<file path="src/hw/rtl/wso_pkg.sv">
// wheel speed odometer package: field widths, reset values, register indexes,
// sequencer codes and the request/response structs of the serial divider
// no dependencies
package wso_pkg;

    localparam int PUL_W  = 4;
    localparam int CIRC_W = 22;
    localparam int PPR_W  = 11;
    localparam int WIN_W  = 10;
    localparam int STALE_W = 16;
    localparam int MINS_W = 20;

    localparam int MM_W   = 32;
    localparam int MH_W   = 40;
    localparam int TOT_W  = 48;
    localparam int CNT_W  = 16;

    localparam int PROD_W = CIRC_W + CNT_W;   // pulses times circumference
    localparam int DIV_W  = 56;               // serial divider dividend width
    localparam int DVS_W  = 14;               // divisor up to window*10
    localparam int STEP_W = 6;

    localparam int ADDR_W = 5;
    localparam int DATA_W = 32;

    localparam logic [2:0] REG_CIRC  = 3'd0;
    localparam logic [2:0] REG_PPR   = 3'd1;
    localparam logic [2:0] REG_WIN   = 3'd2;
    localparam logic [2:0] REG_STALE = 3'd3;
    localparam logic [2:0] REG_MINS  = 3'd4;

    localparam logic [CIRC_W-1:0]  CIRC_RST  = 22'd200000;
    localparam logic [PPR_W-1:0]   PPR_RST   = 11'd20;
    localparam logic [WIN_W-1:0]   WIN_RST   = 10'd10;
    localparam logic [STALE_W-1:0] STALE_RST = 16'd500;
    localparam logic [MINS_W-1:0]  MINS_RST  = 20'd500;

    localparam logic [DVS_W-1:0] DVS_TEN = 14'd10;

    typedef enum logic [3:0] {
        S_IDLE = 4'b0001,
        S_MUL  = 4'b0010,
        S_DIV  = 4'b0100,
        S_FIN  = 4'b1000
    } state_t;

    typedef enum logic [2:0] {
        OP_DIST,
        OP_MM,
        OP_SMM,
        OP_MH,
        OP_SMH
    } op_t;

    typedef struct packed {
        logic              start;
        logic [DIV_W-1:0]  dividend;   // left aligned: top steps bits are used
        logic [DVS_W-1:0]  divisor;
        logic [STEP_W-1:0] steps;
    } div_req_t;

    typedef struct packed {
        logic             done;
        logic [DIV_W-1:0] quotient;
    } div_rsp_t;

endpackage

</file>
<file path="src/hw/rtl/wso_div.sv">
// restoring divider, one quotient bit per cycle, dividend given left aligned
// depends on wso_pkg
module wso_div import wso_pkg::*;
(
    input  logic     clk,
    input  logic     rst_n,
    input  div_req_t req,
    output div_rsp_t rsp
);

    logic [DVS_W-1:0]  rem_reg, rem_next;
    logic [DIV_W-1:0]  quo_reg, quo_next;
    logic [DVS_W-1:0]  dvs_reg, dvs_next;
    logic [STEP_W-1:0] cnt_reg, cnt_next;
    logic              busy_reg, busy_next;
    logic              done_reg, done_next;

    logic [DVS_W:0] trial;
    logic [DVS_W:0] diff;
    logic           fits;

    always_comb
    begin
        trial = {rem_reg, quo_reg[DIV_W-1]};
        diff  = trial - {1'b0, dvs_reg};
        fits  = trial >= {1'b0, dvs_reg};

        rem_next  = rem_reg;
        quo_next  = quo_reg;
        dvs_next  = dvs_reg;
        cnt_next  = cnt_reg;
        busy_next = busy_reg;
        done_next = 1'b0;

        if (req.start)
        begin
            rem_next  = '0;
            quo_next  = req.dividend;
            dvs_next  = req.divisor;
            cnt_next  = req.steps - 1'b1;
            busy_next = 1'b1;
        end
        else if (busy_reg)
        begin
            // remainder stays below the divisor, so the top bit drops out
            rem_next = fits ? diff[DVS_W-1:0] : trial[DVS_W-1:0];
            quo_next = {quo_reg[DIV_W-2:0], fits};
            cnt_next = cnt_reg - 1'b1;
            if (cnt_reg == '0)
            begin
                busy_next = 1'b0;
                done_next = 1'b1;
            end
        end
    end

    always_ff @(posedge clk or negedge rst_n)
    begin
        if (!rst_n)
        begin
            cnt_reg  <= '0;
            busy_reg <= 1'b0;
            done_reg <= 1'b0;
        end
        else
        begin
            cnt_reg  <= cnt_next;
            busy_reg <= busy_next;
            done_reg <= done_next;
        end
    end

    always_ff @(posedge clk)
    begin
        rem_reg <= rem_next;
        quo_reg <= quo_next;
        dvs_reg <= dvs_next;
    end

    assign rsp.done     = done_reg;
    assign rsp.quotient = quo_reg;

endmodule
</file>
<file path="config.mk">
export PLATFORM = sky130hd
export DESIGN_NAME = wso_div
export DESIGN_NICKNAME = d
export VERILOG_FILES = /design/src/hw/rtl/wso_pkg.sv /design/src/hw/rtl/wso_div.sv
export SDC_FILE = /design/constraint.sdc
export NUM_CORES = 1
export LEC_CHECK = 0
export BUFFER_PORTS_ARGS = -buffer_cell sky130_fd_sc_hd__buf_2
export CORE_MARGIN = 2
export CORE_UTILIZATION = 25
export DETAILED_ROUTE_END_ITERATION = 10
export GPL_ROUTABILITY_DRIVEN = 0
export GPL_TIMING_DRIVEN = 0
export PLACE_DENSITY = 0.54
export SLEW_MARGIN = 10
export SYNTH_ARGS = -nofsm -noshare
export SYNTH_HDL_FRONTEND = slang
export SYNTH_SLANG_ARGS = --single-unit
</file>
<file path="constraint.sdc">
create_clock -name clk -period 2.9 [get_ports clk]
set_clock_uncertainty 0.15 [all_clocks]
set_input_delay 0.145 -clock clk [delete_from_list [all_inputs] [get_ports clk]]
set_output_delay 0.145 -clock clk [all_outputs]
set_load 0.1 [all_outputs]
</file>
# --- Yosys cells after proc, flatten, opt, wreduce, memory -nomap -nowiden ---
# Cells that the tools add are included.
classes:
  n_lt_le_gt_ge: 1
  addsub: 3
  muxes: 11
  n_reduce_logical: 2
op_table:
  columns: ["op", "count"]
  rows:
  - ["56-bit 2-to-1 mux", 2]
  - ["15-bit by 14-bit greater-or-equal comparator with 1-bit output", 1]
  - ["14-bit 2-to-1 mux", 1]
  - ["14-bit subtractor", 1]
  - ["6-bit 2-to-1 mux", 2]
  - ["6-bit by 1-bit subtractor with 6-bit output (second input constant)", 2]
  - ["6-bit zero test", 1]
  - ["1-bit 2-to-1 mux", 6]
  - ["2-bit nonzero test", 1]
totals:
  register_bits: 92
  word_cells: 23
  in_bits: 79

# --- Logic depth before layout (Yosys ltp) ---
depth:
  ltp_word: 4
  depth_mapped: 10
  ltp_nobuf: 10

# --- Worst setup path after synthesis ---
# No wires, ideal clock.
synth_timing:
  path_type: "register to register"
  start: "register quo_reg[55]"
  end: "register rem_reg[12]"
  required_ns: 2.609
  setup_ns: 0.141
  arrival_time_ns: 2.748
  path_slack_ns: -0.139
  n_path_buf: 0
  stages_incl_launch_ff: 11
  cell_sequence: "edfxtp_1 -> inv_1 -> ha_1 -> inv_1 -> fa_1 -> a21o_1 -> a221oi_1 -> nor2_1 -> or3_1 -> o211ai_1 -> a311oi_1"
synth_between:
  elab_chain_cells: 2
  elab_cells_between_ends: 3
synth_lines:
  columns: ["element", "line", "source"]
  rows:
  - ["start, declared", "wso_div.sv:12", "logic [DIV_W-1:0] quo_reg, quo_next;"]
  - ["start signal, assigned", "wso_div.sv:76", "quo_reg <= quo_next;"]
  - ["14-bit subtractor / 15-bit by 14-bit greater-or-equal comparator with 1-bit output (equally long branches)", "wso_div.sv:25, wso_div.sv:26", null]
  - ["14-bit 2-to-1 mux (*)", "wso_div.sv:46", "rem_next = fits ? diff[DVS_W-1:0] : trial[DVS_W-1:0];"]
  - ["end signal, assigned", "wso_div.sv:75", "rem_reg <= rem_next;"]
  - ["end, declared", "wso_div.sv:11", "logic [DVS_W-1:0] rem_reg, rem_next;"]
# Every way passes the cells marked *; elsewhere a longest branch is shown, timed or not.
# A chain may end at the register's enable or synchronous reset.

# --- Worst setup path in the final report ---
layout_timing:
  start: "register rem_reg[3]"
  end: "register rem_reg[6]"
layout_between:
  elab_chain_cells: 2
  elab_cells_between_ends: 3
layout_lines:
  columns: ["element", "line"]
  rows:
  - ["14-bit subtractor / 15-bit by 14-bit greater-or-equal comparator with 1-bit output (equally long branches)", "wso_div.sv:25, wso_div.sv:26"]
  - ["14-bit 2-to-1 mux (*)", "wso_div.sv:46"]
# Marks and branches as above.

==> results.md <==
- GRT Overall Usage: 12.9%
- Status: completed
- Dominant cell type by area after synthesis: edfxtp_1
- R2R depth: 7
- FF-to-FF End: rem_reg[6]
- Mapped cell area: 4670 sq um
- Max Fclk: 0.371 GHz
- R2R Path Start: rem_reg[3]
- Die Ht: 141 um
- CP max FO: 9
- Number of global-route vias before repair: 4095
- Worst VDD drop: 0.323 mV
- Skew-Pair Late Insertion Delay: 0.35 ns
- Crit path from: rem_reg[3]
- Slowest-stage cell, CP: ha_1
- Routed vias: 3827
- PD cells: 822 nW/um^2
- Share of cells above drive strength 1: 37.1%
- Met1 Usage GRT: 15.6%
- CP bufs+invs: 0
- Crit end category: register
- Antenna viol nets, final: 0
- Least-Margin Pin Slew: 0.660 ns
- Syn_area_per_cell: 12.6 sq um
- Critical path destination: rem_reg[6]
- Post-detail-place hpwl: 8930 um
- GRT overflow: 0
- CTS Buf Count: 9
- DIE WIDTH: 141 um
- Critical path depth: 7
- Crit-path cells: ha_1, a21o_1, a31oi_1, a21oi_1, o211a_4, nor2_1, a311oi_1
- Cell family with most CP delay: compound AO/OA/AOI/OAI gates
- Worst Setup Path Type: register to register
- Std cell rows: 50
- CP startpoint kind: register
- DR WL/cell: 15.1 um
- Final Instance Area: 6730 sq um
- Starting density of the core: 25.2%
- Antenna diode count: 0
- Lkg Pwr: 0.00287 uW
- Synth Flop Type: edfxtp_1
- Min Tclk post-route: 2.69 ns
- Final Util: 36.4%
- Detailed Routing Iterations Pass 1: 4
- Hold Slack: 0.0117 ns
- Netlist cell types: 54
- Slew Limit Fails: 0
- Synthesis Warnings: 0
- Worst-path clk slew: 0.07 ns
- Antenna violations before repair: 0
- CP arrival: 2.74 ns
- Commonest cells in the netlist: 70 x edfxtp_1, 57 x mux2_2, 21 x inv_1, 21 x nor2_1, 18 x nand2_1
- Post-CTS setup buffers: 0
- Final wirelength: 12500 um
- Full die area: 19800 sq um
- Ports: 136
- Async SR Flop Fraction: 8.70%
- Fillcell total: 1866
- Post-synth EDFFs: 70
- Max reg flops: 56
- Critical Path Max Stage Delay: 0.37 ns
- Grt met3 use: 3.63%
- Non-Filler Instances: 832
- Via density: 4.60
- MaxCap Viol Count: 0
- Area growth syn-to-layout: 44.1%
- Final setup violation count: 0
- Final period utilization: 92.8%
- First-pass GRT wire length: 20300 um
- Storage element area: 2580 sq um
- HP Class: primary input to async pin
- Port bufs: 135
- Mapped Cells: 371
- Layout Nets: 689
- Share of the synthesized area in the top cell type: 45.0%
- Post-DP Area: 5670 sq um
- Root buffer cell: clkbuf_16
- Num Clock Sinks: 92
- Area of the core: 18500 sq um
- GR Util met2: 21.6%
- Top-count cell post-synth: edfxtp_1
- CTS Buffer Depth: 2
- Area contributors post-synth: edfxtp_1 45%, mux2_2 14%, dfxtp_1 6.0%, dfrtp_1 4.3%, ha_1 4.3%
- Area occupied by multi-input gates: 1960 sq um
- Initial DRC Count: 164
- Largest net degree at the start of global routing: 37
- Synth Net Count: 467
- CTS tree: done
- FF+latch count, synth: 92
- Sequential area share after synthesis: 55.3%
- Htree depth: 3
- Setup slack, reg-to-reg: 0.21 ns
- Slew margin rel.: 56.0%
- Placed insts: 741
- Grt peak-use layer: met2
- DR DRC count: 0
- Fin. Hold Viols: 0
- Worst Path Required: 2.95 ns
[timing repair]
item                                    CTS  global route
hold buffers                             75             0
gates resized for setup                   0             1
endpoints found under the setup margin    0             1
hold endpoints to repair                 82             0
[cell families after synthesis]
kind of cell             count (synthesis)  synth area share (%)
AO/OA/AOI/OAI                           70                  11.2
XOR/XNOR                                16                  3.00
adder cells (fa/ha/maj)                 17                  4.71
buffers and inverters                   38                  3.21
flip-flops                              92                  55.3
multiplexers                            60                  14.4
AND/OR/NAND/NOR                         78                  8.25
[cell type report]
type	count	area share [%]
clock inverter	4	0.409
multi-input combinational	241	29.0
buffer	16	1.00
inverter	22	1.23
timing repair buffer	211	21.5
sequential	92	38.4
tap	234	4.35
clock buffer	12	4.14
[layout by cell type, fill, tap and decap left out, drive strengths merged, types with 9 or more instances in the layout]
master / count
dlygate4sd3: 75
a21oi: 10
nand2: 18
buf: 140
and3: 9
clkbuf: 24
edfxtp: 70
nor2: 21
inv: 22
ha: 16
o21ai: 15
mux2: 57
nand3: 13
dfxtp: 14
[worst min-delay path by stage]
| stage | from | to | slack (ns) | cells after the start |
|---|---|---|---|---|
| CTS | rst_n | cnt_reg[3] | 0.0001 | 2 |
| global route | rst_n | busy_reg | 0.02 | 2 |
| detailed placement | rst_n | cnt_reg[4] | -0.15 | 1 |
| finish | rst_n | cnt_reg[5] | 0.01 | 2 |
| floorplan | rst_n | busy_reg | -0.30 | 0 |
| global placement | rst_n | cnt_reg[4] | -0.15 | 1 |
[per-stage QoR]
step | setup slack (ns) | setup TNS [ns] | total power [uW]
after floorplan | 0.0242 | 0 | 3760
after global placement | -1.11 | -61.81 | 4210
after detailed placement | -0.176 | -6.53 | 4250
after CTS | 0.197 | 0 | 5570
after global routing | -0.000532 | -0.000532 | 5830
final | 0.207 | 0 | 5530
[metal layers]
layer,part of all wire [%],wire [um]
met2,48,6050
met5,0,0
met3,5.1,642
met1,44,5520
met4,2.5,319
[report_power, final]
group	switching [uW]	leakage, uW	internal (uW)	total [uW]
registers	169	0.000939	1700	1870
logic	1720	0.00178	741	2460
clock network	521	0.000153	688	1210
total	2410	0.00287	3130	5530
(Power assumes the default switching activity.)
